===== config.mk =====
export PLATFORM = sky130hd
export DESIGN_NAME = key_mode_power_controller_flat
export DESIGN_NICKNAME = d
export VERILOG_FILES = /design/src/hdl/kmpc_pkg.sv /design/src/hdl/kmpc_if.sv /design/src/hdl/kmpc_step.sv /design/src/hdl/key_mode_power_controller.sv /design/src/flat_wrapper.sv
export SDC_FILE = /design/constraint.sdc
export NUM_CORES = 1
export LEC_CHECK = 0
export ABC_AREA = 1
export BUFFER_PORTS_ARGS = -buffer_cell sky130_fd_sc_hd__buf_4
export CELL_PAD_IN_SITES_DETAIL_PLACEMENT = 1
export CELL_PAD_IN_SITES_GLOBAL_PLACEMENT = 1
export CORE_MARGIN = 3
export CORE_UTILIZATION = 45
export DETAILED_ROUTE_END_ITERATION = 12
export GPL_TIMING_DRIVEN = 0
export PLACE_DENSITY_LB_ADDON = 0.1
export SYNTH_ARGS = -nofsm -noshare
export SYNTH_HDL_FRONTEND = slang
export SYNTH_SLANG_ARGS = --single-unit

===== constraint.sdc =====
create_clock -name i_clk -period 11.41 [get_ports i_clk]
set_input_delay 0.5705 -clock i_clk [delete_from_list [all_inputs] [get_ports i_clk]]
set_output_delay 0.5705 -clock i_clk [all_outputs]
set_load 0.005 [all_outputs]

===== src/hdl/kmpc_pkg.sv =====
// shared types, register indices and timing constants for the key mode power controller
package kmpc_pkg;

    // field widths
    localparam int unsigned PRESS_W = 13;
    localparam int unsigned IDLE_W  = 15;
    localparam int unsigned MODE_W  = 3;
    localparam int unsigned SLOW_W  = 11;
    localparam int unsigned FAST_W  = 10;
    localparam int unsigned DUTY_W  = 8;
    localparam int unsigned CFG_IDX_W  = 3;
    localparam int unsigned CFG_DATA_W = 15;

    // press counter limits, one bit wider to hold the incremented value, and the idle counter cap
    localparam logic [PRESS_W:0]  LONG_PRESS_SET = 14'd6000;
    localparam logic [PRESS_W:0]  PRESS_CAP      = 14'd7000;
    localparam logic [IDLE_W-1:0] IDLE_CAP       = 15'd19531;

    // blink timing in ticks
    localparam logic [SLOW_W-1:0] SLOW_PERIOD_END = 11'd1704;
    localparam logic [SLOW_W-1:0] SLOW_ON_TICKS   = 11'd852;
    localparam logic [FAST_W-1:0] FAST_PERIOD_END = 10'd532;
    localparam logic [FAST_W-1:0] FAST_ON_TICKS   = 10'd266;

    // work modes
    localparam logic [MODE_W-1:0] MODE_ONE   = 3'd1;
    localparam logic [MODE_W-1:0] MODE_TWO   = 3'd2;
    localparam logic [MODE_W-1:0] MODE_THREE = 3'd3;
    localparam logic [MODE_W-1:0] MODE_FOUR  = 3'd4;
    localparam logic [MODE_W-1:0] MODE_SLOW  = 3'd5;
    localparam logic [MODE_W-1:0] MODE_FAST  = 3'd6;

    // configuration register indices
    typedef enum logic [CFG_IDX_W-1:0] {
        REG_SHORT_PRESS_MIN  = 3'd0,
        REG_LONG_PRESS_TICKS = 3'd1,
        REG_RESELECT_WINDOW  = 3'd2,
        REG_DUTY_MODE_ONE    = 3'd3,
        REG_DUTY_MODE_TWO    = 3'd4,
        REG_DUTY_MODE_THREE  = 3'd5,
        REG_DUTY_MODE_FOUR   = 3'd6,
        REG_PULSE_DUTY       = 3'd7
    } t_reg_idx;

    typedef struct packed {
        logic [PRESS_W-1:0] short_press_min;
        logic [PRESS_W-1:0] long_press_ticks;
        logic [IDLE_W-1:0]  reselect_window;
        logic [DUTY_W-1:0]  duty_mode_one;
        logic [DUTY_W-1:0]  duty_mode_two;
        logic [DUTY_W-1:0]  duty_mode_three;
        logic [DUTY_W-1:0]  duty_mode_four;
        logic [DUTY_W-1:0]  pulse_duty;
    } t_cfg;

    typedef struct packed {
        logic [PRESS_W-1:0] press_count;
        logic [IDLE_W-1:0]  idle_count;
        logic               power_on;
        logic [MODE_W-1:0]  work_mode;
        logic [SLOW_W-1:0]  slow_pulse_count;
        logic [FAST_W-1:0]  fast_pulse_count;
        logic [DUTY_W-1:0]  duty_level;
    } t_state;

    localparam t_cfg CFG_RESET = '{
        short_press_min:  13'd118,
        long_press_ticks: 13'd5859,
        reselect_window:  15'd11719,
        duty_mode_one:    8'd128,
        duty_mode_two:    8'd64,
        duty_mode_three:  8'd26,
        duty_mode_four:   8'd6,
        pulse_duty:       8'd96
    };

    localparam t_state STATE_RESET = '{
        press_count:      '0,
        idle_count:       '0,
        power_on:         1'b0,
        work_mode:        MODE_ONE,
        slow_pulse_count: '0,
        fast_pulse_count: '0,
        duty_level:       '0
    };

endpackage


===== src/hdl/kmpc_if.sv =====
// request channel interfaces for ticks, results and configuration writes
interface kmpc_tick_if;
    logic valid;
    logic ready;
    logic key_pressed;
    logic charge_lock;
    logic sound_active;

    modport source (output valid, key_pressed, charge_lock, sound_active, input ready);
    modport sink   (input valid, key_pressed, charge_lock, sound_active, output ready);
endinterface

interface kmpc_result_if;
    logic       valid;
    logic       ready;
    logic [7:0] duty;
    logic       powered;
    logic [2:0] mode;
    logic       change_event;

    modport source (output valid, duty, powered, mode, change_event, input ready);
    modport sink   (input valid, duty, powered, mode, change_event, output ready);
endinterface

interface kmpc_cfg_if;
    logic        valid;
    logic        ready;
    logic [2:0]  index;
    logic [14:0] data;

    modport source (output valid, index, data, input ready);
    modport sink   (input valid, index, data, output ready);
endinterface


===== src/hdl/kmpc_step.sv =====
// next-state logic for one tick: key timing, power and mode, duty and blink
module kmpc_step
    import kmpc_pkg::*;
(
    input  t_state i_state,
    input  t_cfg   i_cfg,
    input  logic   i_key_pressed,
    input  logic   i_charge_lock,
    input  logic   i_sound_active,
    output t_state o_state,
    output logic   o_change
);

    logic [IDLE_W:0]  idle_inc;
    logic [PRESS_W:0] press_inc;
    logic [SLOW_W-1:0] slow_inc;
    logic [FAST_W-1:0] fast_inc;

    assign idle_inc  = {1'b0, i_state.idle_count} + 1'b1;
    assign slow_inc  = i_state.slow_pulse_count + 1'b1;
    assign fast_inc  = i_state.fast_pulse_count + 1'b1;

    always_comb begin
        o_state   = i_state;
        o_change  = 1'b0;
        press_inc = {1'b0, i_state.press_count} + 1'b1;

        if (!i_sound_active) begin
            // idle counter saturates
            if (idle_inc > {1'b0, IDLE_CAP}) begin
                o_state.idle_count = IDLE_CAP;
            end else begin
                o_state.idle_count = idle_inc[IDLE_W-1:0];
            end

            if (!i_charge_lock) begin
                if (i_key_pressed) begin
                    // long press forces power off
                    if (press_inc >= {1'b0, i_cfg.long_press_ticks} &&
                        press_inc < LONG_PRESS_SET) begin
                        o_state.power_on   = 1'b0;
                        o_state.work_mode  = MODE_ONE;
                        o_state.idle_count = '0;
                        press_inc          = LONG_PRESS_SET;
                        o_change           = 1'b1;
                    end
                    if (press_inc > PRESS_CAP) begin
                        o_state.press_count = PRESS_CAP[PRESS_W-1:0];
                    end else begin
                        o_state.press_count = press_inc[PRESS_W-1:0];
                    end
                end else begin
                    // short press on release
                    if (i_state.press_count > i_cfg.short_press_min &&
                        i_state.press_count < i_cfg.long_press_ticks) begin
                        if (!i_state.power_on) begin
                            o_state.power_on = 1'b1;
                        end else if (o_state.idle_count < i_cfg.reselect_window) begin
                            if (i_state.work_mode >= MODE_FAST) begin
                                o_state.work_mode = MODE_ONE;
                            end else begin
                                o_state.work_mode = i_state.work_mode + 1'b1;
                            end
                            o_change = 1'b1;
                        end else begin
                            o_state.power_on = 1'b0;
                            o_change         = 1'b1;
                        end
                        o_state.idle_count = '0;
                    end
                    o_state.press_count = '0;
                end
            end

            if (!o_state.power_on) begin
                o_state.duty_level = '0;
            end else begin
                case (o_state.work_mode)
                    MODE_ONE: begin
                        o_state.duty_level = i_cfg.duty_mode_one;
                    end
                    MODE_TWO: begin
                        o_state.duty_level = i_cfg.duty_mode_two;
                    end
                    MODE_THREE: begin
                        o_state.duty_level = i_cfg.duty_mode_three;
                    end
                    MODE_FOUR: begin
                        o_state.duty_level = i_cfg.duty_mode_four;
                    end
                    MODE_SLOW: begin
                        o_state.fast_pulse_count = '0;
                        if (slow_inc > SLOW_PERIOD_END) begin
                            o_state.slow_pulse_count = '0;
                        end else begin
                            o_state.slow_pulse_count = slow_inc;
                            o_state.duty_level = (slow_inc < SLOW_ON_TICKS) ?
                                                 i_cfg.pulse_duty : '0;
                        end
                    end
                    MODE_FAST: begin
                        o_state.slow_pulse_count = '0;
                        if (fast_inc > FAST_PERIOD_END) begin
                            o_state.fast_pulse_count = '0;
                        end else begin
                            o_state.fast_pulse_count = fast_inc;
                            o_state.duty_level = (fast_inc < FAST_ON_TICKS) ?
                                                 i_cfg.pulse_duty : '0;
                        end
                    end
                    default: begin
                        o_state.duty_level = i_state.duty_level;
                    end
                endcase
            end
        end
    end

endmodule


===== src/hdl/key_mode_power_controller.sv =====
// top level of the key mode power controller: state, configuration and result register
//
// usage
//   i_tick carries one 256 us tick per request: key level, charge lock and
//   sound-active flag. each accepted tick gives exactly one result on o_result:
//   duty level, power state, work mode and a one-tick change flag
//   i_cfg writes one of eight threshold and duty registers per request; it is
//   always ready and is meant to be used only while no result is outstanding
// timing
//   a tick is folded into the state in the cycle it is accepted, and its
//   result sits in the output register from the next cycle; a new tick can be
//   taken every cycle while the result side keeps up
// stalls
//   i_tick.ready stays high while the output register is empty or is being
//   emptied in the same cycle; while a result waits, further ticks are held off
// reset
//   synchronous, active low: state, configuration and result-valid registers return to
//   their default values, the device is off in mode 1 with all counters clear and no result pending
module key_mode_power_controller
    import kmpc_pkg::*;
(
    input  logic        i_clk,
    input  logic        i_rst_n,
    kmpc_tick_if.sink   i_tick,
    kmpc_result_if.source o_result,
    kmpc_cfg_if.sink    i_cfg
);

    t_cfg   r_cfg;
    t_state r_state;
    t_state n_state;
    logic   n_change;

    logic              r_out_valid;
    logic [DUTY_W-1:0] r_out_duty;
    logic              r_out_powered;
    logic [MODE_W-1:0] r_out_mode;
    logic              r_out_change;

    logic tick_take;

    // a tick may enter while the result register is free or draining
    assign i_tick.ready = !r_out_valid || o_result.ready;
    assign tick_take    = i_tick.valid && i_tick.ready;
    assign i_cfg.ready  = 1'b1;

    kmpc_step u_step (
        .i_state        (r_state),
        .i_cfg          (r_cfg),
        .i_key_pressed  (i_tick.key_pressed),
        .i_charge_lock  (i_tick.charge_lock),
        .i_sound_active (i_tick.sound_active),
        .o_state        (n_state),
        .o_change       (n_change)
    );

    // configuration registers
    always_ff @(posedge i_clk) begin
        if (!i_rst_n) begin
            r_cfg <= CFG_RESET;
        end else if (i_cfg.valid) begin
            case (t_reg_idx'(i_cfg.index))
                REG_SHORT_PRESS_MIN:  r_cfg.short_press_min  <= i_cfg.data[PRESS_W-1:0];
                REG_LONG_PRESS_TICKS: r_cfg.long_press_ticks <= i_cfg.data[PRESS_W-1:0];
                REG_RESELECT_WINDOW:  r_cfg.reselect_window  <= i_cfg.data[IDLE_W-1:0];
                REG_DUTY_MODE_ONE:    r_cfg.duty_mode_one    <= i_cfg.data[DUTY_W-1:0];
                REG_DUTY_MODE_TWO:    r_cfg.duty_mode_two    <= i_cfg.data[DUTY_W-1:0];
                REG_DUTY_MODE_THREE:  r_cfg.duty_mode_three  <= i_cfg.data[DUTY_W-1:0];
                REG_DUTY_MODE_FOUR:   r_cfg.duty_mode_four   <= i_cfg.data[DUTY_W-1:0];
                REG_PULSE_DUTY:       r_cfg.pulse_duty       <= i_cfg.data[DUTY_W-1:0];
                default: begin
                    r_cfg <= r_cfg;
                end
            endcase
        end
    end

    // controller state advances once per accepted tick
    always_ff @(posedge i_clk) begin
        if (!i_rst_n) begin
            r_state <= STATE_RESET;
        end else if (tick_take) begin
            r_state <= n_state;
        end
    end

    // result register control
    always_ff @(posedge i_clk) begin
        if (!i_rst_n) begin
            r_out_valid <= 1'b0;
        end else if (tick_take) begin
            r_out_valid <= 1'b1;
        end else if (o_result.ready) begin
            r_out_valid <= 1'b0;
        end
    end

    // result payload, taken from the state just computed
    always_ff @(posedge i_clk) begin
        if (tick_take) begin
            r_out_duty    <= n_state.duty_level;
            r_out_powered <= n_state.power_on;
            r_out_mode    <= n_state.work_mode;
            r_out_change  <= n_change;
        end
    end

    assign o_result.valid        = r_out_valid;
    assign o_result.duty         = r_out_duty;
    assign o_result.powered      = r_out_powered;
    assign o_result.mode         = r_out_mode;
    assign o_result.change_event = r_out_change;

endmodule


===== src/flat_wrapper.sv =====
// flat-port wrapper written by rule: the top's interface ports become plain ports
module key_mode_power_controller_flat import kmpc_pkg::*;
  (i_clk, i_rst_n, i_tick_valid, i_tick_key_pressed, i_tick_charge_lock, i_tick_sound_active, i_tick_ready, o_result_valid, o_result_duty, o_result_powered, o_result_mode, o_result_change_event, o_result_ready, i_cfg_valid, i_cfg_index, i_cfg_data, i_cfg_ready);
  kmpc_tick_if i_tick_i ();
  kmpc_result_if o_result_i ();
  kmpc_cfg_if i_cfg_i ();
  input  logic i_clk;
  input  logic i_rst_n;
  input wire logic [$bits(i_tick_i.valid)-1:0] i_tick_valid;
  input wire logic [$bits(i_tick_i.key_pressed)-1:0] i_tick_key_pressed;
  input wire logic [$bits(i_tick_i.charge_lock)-1:0] i_tick_charge_lock;
  input wire logic [$bits(i_tick_i.sound_active)-1:0] i_tick_sound_active;
  output wire logic [$bits(i_tick_i.ready)-1:0] i_tick_ready;
  output wire logic [$bits(o_result_i.valid)-1:0] o_result_valid;
  output wire logic [$bits(o_result_i.duty)-1:0] o_result_duty;
  output wire logic [$bits(o_result_i.powered)-1:0] o_result_powered;
  output wire logic [$bits(o_result_i.mode)-1:0] o_result_mode;
  output wire logic [$bits(o_result_i.change_event)-1:0] o_result_change_event;
  input wire logic [$bits(o_result_i.ready)-1:0] o_result_ready;
  input wire logic [$bits(i_cfg_i.valid)-1:0] i_cfg_valid;
  input wire logic [$bits(i_cfg_i.index)-1:0] i_cfg_index;
  input wire logic [$bits(i_cfg_i.data)-1:0] i_cfg_data;
  output wire logic [$bits(i_cfg_i.ready)-1:0] i_cfg_ready;
  assign i_tick_i.valid = i_tick_valid;
  assign i_tick_i.key_pressed = i_tick_key_pressed;
  assign i_tick_i.charge_lock = i_tick_charge_lock;
  assign i_tick_i.sound_active = i_tick_sound_active;
  assign i_tick_ready = i_tick_i.ready;
  assign o_result_valid = o_result_i.valid;
  assign o_result_duty = o_result_i.duty;
  assign o_result_powered = o_result_i.powered;
  assign o_result_mode = o_result_i.mode;
  assign o_result_change_event = o_result_i.change_event;
  assign o_result_i.ready = o_result_ready;
  assign i_cfg_i.valid = i_cfg_valid;
  assign i_cfg_i.index = i_cfg_index;
  assign i_cfg_i.data = i_cfg_data;
  assign i_cfg_ready = i_cfg_i.ready;
  key_mode_power_controller u_core (.i_clk(i_clk), .i_rst_n(i_rst_n), .i_tick(i_tick_i), .o_result(o_result_i), .i_cfg(i_cfg_i));
endmodule

==> reports/results.txt <==
The cell that appears most often on the critical path is nand2_1. For this run, design rule violations remaining after detail routing come to 0. The worst setup path is launched from a flop. At the end of routability-driven placement, the weighted congestion stood at 0.873. In this run the most critical hold path is launched from i_cfg_data[10].

Part of the power in registers: 0.437. By count the netlist is led by nand2_1 (286), inv_1 (166), nor2_1 (166), dfxtp_1 (143), a21oi_1 (109). Fraction of layout instances using a drive strength above 1: 0.0950. Each instance of the synthesized netlist takes up on average 6.93 sq um. The flow ran to the end, and the final reports show no timing, DRC or antenna violations. The detail-routed via count per cell came out at 5.43. For the all-layer global routing usage, the log shows 0.276. Summed over all nets, the half-perimeter wirelength after detailed placement is 23.0 mm.

Setup repair after global routing left no endpoint under its margin. The first global-routing pass estimated 48.9 mm of wire. The number of pins with negative max-slew slack in the final report was 0. The tools report the area of the die as 22600 sq um.

For this block, the initial DRC count from the detailed router was 370. 42 I/O pins were placed. The clock sink total was 156; the tightest slew margin relative to the limit was 0.245. For this run, the slowest stage of the critical path takes 500 ps. Aggregate global routing overflow: 0. The proportion of netlist area held by the largest area contributor is 0.305, and the post-CTS setup buffer count is 0. The tools report the terminus of the critical flop-to-flop path as u_core.o_result.duty[0]. The tools report the pin count of the biggest net entering global routing as 23. Adding up every negative setup slack in the final design gives 0 ps.

Counting flops with a built-in enable in the synthesized netlist gives 13. The tools report the number of distinct library cell variants in the gate-level netlist after synthesis as 55. Clock tree synthesis inserted a total of 17 buffers. Setup violations remaining at the end of the flow were counted as 0. For this design the total switching power over the nets is 0.345 mW. The clock-pin slew of the registers on the worst-case setup and hold paths is 70 ps, and the internal power component is 0.968 mW. The run gives 1.31 mW as the sum of internal, switching and leakage power. CTS placed an instance of clkbuf_16 at the clock tree root. The logs give 11570 ps for the required arrival time at the worst endpoint and 52 for the row count. The worst setup path is captured at a flop.

For the count of synthesis-stage warnings from yosys, the log shows 0. The worst-path maximum fanout came out at 10. TritonCTS built the clock tree. The largest total area in the synthesized netlist belongs to dfxtp_1. The tools report the reg2reg setup slack as 6120 ps.

Yosys attributes the largest share of cell area to dfxtp_1 (30%), nand2_1 (11%), ha_1 (7.6%). The total of flip-flops plus latches after synthesis is 156. The fraction of synthesis flops using an asynchronous set or reset pin was 0; the clock latency reported for the late side of the worst-skew pair was 440 ps.

After layout, the minimum clock period comes to 5290 ps. In this run the standard cell core region covers 20400 sq um. In this run the power density over the cells is 124 nW/um^2. For the total via count after detailed routing, the log shows 9184. The number of cells upsized or downsized after cts is 0.

Reported leakage power: 4.86 nW. The logs give 0 for the number of max-capacitance violations reported and 9390 sq um for the post-synthesis instance area. For this block, the routed nets add up to 30.2 mm of wire. The logs give 9430 for the number of global-route vias before repair and 0.100 for the fraction of power consumed by combinational cells. Yosys instantiated no cell more often than nand2_1.

Final hold analysis gives a worst-case slack of 384 ps. The floorplan die height was 150 um; the transition time at the pin with the least slew margin was 1120 ps. Port buffering added 33 buffers. The final layout contains 1491 nets. After technology mapping, the gate count stands at 1356. The layout overhead on the synthesized area was 12.9%; the wire length per cell was 17.9 um.

The final number of hold-violating endpoints is 0, and the upper clock frequency limit is 189 MHz. The switching share of power works out to 0.263. Critical register-to-register path startpoint: u_core.r_state[33]. The most used flip-flop cell after synthesis is dfxtp_1.

The repair_antennas step left the layout with diodes totalling 0. The clock passes through at most 2 buffers. The class of the tightest hold or removal check was in2reg. The clock tree synthesis step divided the H-tree into 4 levels. The worst hold path terminates at u_core.r_cfg[50]. The type of the worst setup path was reg2reg.

For the worst clock skew on the final layout, the log shows 8.31 ps. The run gives 0.346 as the portion of the post-synthesis area used by sequential elements. Measured along the x axis, the die boundary spans 150 um. The number of nets in the synthesized netlist is 1439.

The slowest stage of the critical path is the dfxtp_1 cell. The tools report the detailed-router iteration count before antenna repair as 5. The largest vdd supply drop is 0.0910 mV. The depth of the worst hold-timing path was 3; the residual antenna-violating net count after detailed routing was 0. The number of cells traversed by the worst register-to-register path came out at 29. The final cycle utilization of the critical path works out to 0.464. The data arrival time at the worst-slack endpoint is 5450 ps, and the quantity of hold-fixing buffers added after cts is 0. The initial standard-cell utilization of the core was 0.461; the number of antenna violations at the first check in global routing was 0.

The clock group share of total power came out at 0.464.
==> how the worst max path moves through the flow <==
stage                             from                       to
floorplan           u_core.r_state[33]  u_core.o_result.duty[1]
global placement    u_core.r_state[33]  u_core.o_result.duty[4]
detailed placement  u_core.r_state[33]  u_core.o_result.duty[4]
CTS                 u_core.r_state[33]  u_core.o_result.duty[0]
global route        u_core.r_state[33]  u_core.o_result.duty[4]
finish              u_core.r_state[33]  u_core.o_result.duty[0]
==> logic make-up after synthesis <==
logic type                 Yosys count  synth area share
buffers and inverters              217            0.0925
AOI/OAI and AO/OA                  281             0.171
adders and majority gates           57            0.0759
xor gates and xnor gates            26            0.0242
other                                1          0.000399
DFF                                156             0.346
and+or+nand+nor                    618             0.290
==> sequential cells by signal, summed over array words and instances, names as in the netlist <==
name / cells
u_core.r_state: 61
u_core.r_cfg: 81
u_core.o_result.duty: 8
u_core.o_result.change_event: 1
u_core.o_result.powered: 1
u_core.o_result.valid: 1
u_core.o_result.mode: 3
==> metal layers <==
layer / vias to the layer above / part of all wire / track usage
li1: 4569 / - / -
met1: 4421 / 0.45 / 0.343
met2: 152 / 0.50 / 0.490
met3: 42 / 0.038 / 0.0497
met4: 0 / 0.020 / 0.0750
met5: - / 0 / 0
==> stage by stage <==
| stage | instance area (sq um) | utilization | std cells | setup slack [ps] |
|---|---|---|---|---|
| after floorplan | 9390 | - | 1356 | 7390 |
| final | 10600 | 0.521 | 1691 | 6120 |
| after CTS | 10600 | 0.521 | 1691 | 6130 |
| after global placement | 9980 | 0.490 | 1659 | 6320 |
| after detailed placement | 9980 | 0.490 | 1659 | 6210 |
| after global routing | 10600 | 0.521 | 1691 | 5780 |
==> critical path: cells and delay by family, from the launching register on <==
| family | cells | cell delay, ps |
|---|---|---|
| AND/OR/NAND/NOR | 17 | 1910 |
| flip-flops | 1 | 500 |
| adder cells (fa/ha/maj) | 2 | 590 |
| buffers and inverters | 3 | 420 |
| XOR/XNOR | 1 | 170 |
| AO/OA/AOI/OAI | 6 | 1430 |
==> power by group through the flow <==
stage               Sequential [mW]  Combinational [mW]  Clock [mW]
floorplan                     0.583              0.0809           0
global placement              0.585               0.126           0
detailed placement            0.585               0.129           0
CTS                           0.573               0.131       0.616
global route                  0.574               0.144       0.645
finish                        0.573               0.131       0.609
==> cells in the final DEF, fill, tap and decap left out, types with 23 or more instances in the layout <==
master	n
dfxtp_1	143
xor2_1	23
clkbuf_1	32
nand4_1	28
nand2_1	286
inv_1	166
ha_1	57
nor2_1	166
nand3_1	76
buf_4	36
o21ai_0	88
a21oi_1	109
==> cell type report <==
class | count | area, sq um
plain buffers | 47 | 228
clock inverters | 13 | 161
clock buffers | 19 | 464
well taps | 270 | 338
flip-flops and latches | 156 | 3250
inverters | 170 | 641
repair buffers | 33 | 248
multi-input cells | 983 | 5270
fillers | 2693 | 9760
Power figures use the tool's default switching activity.
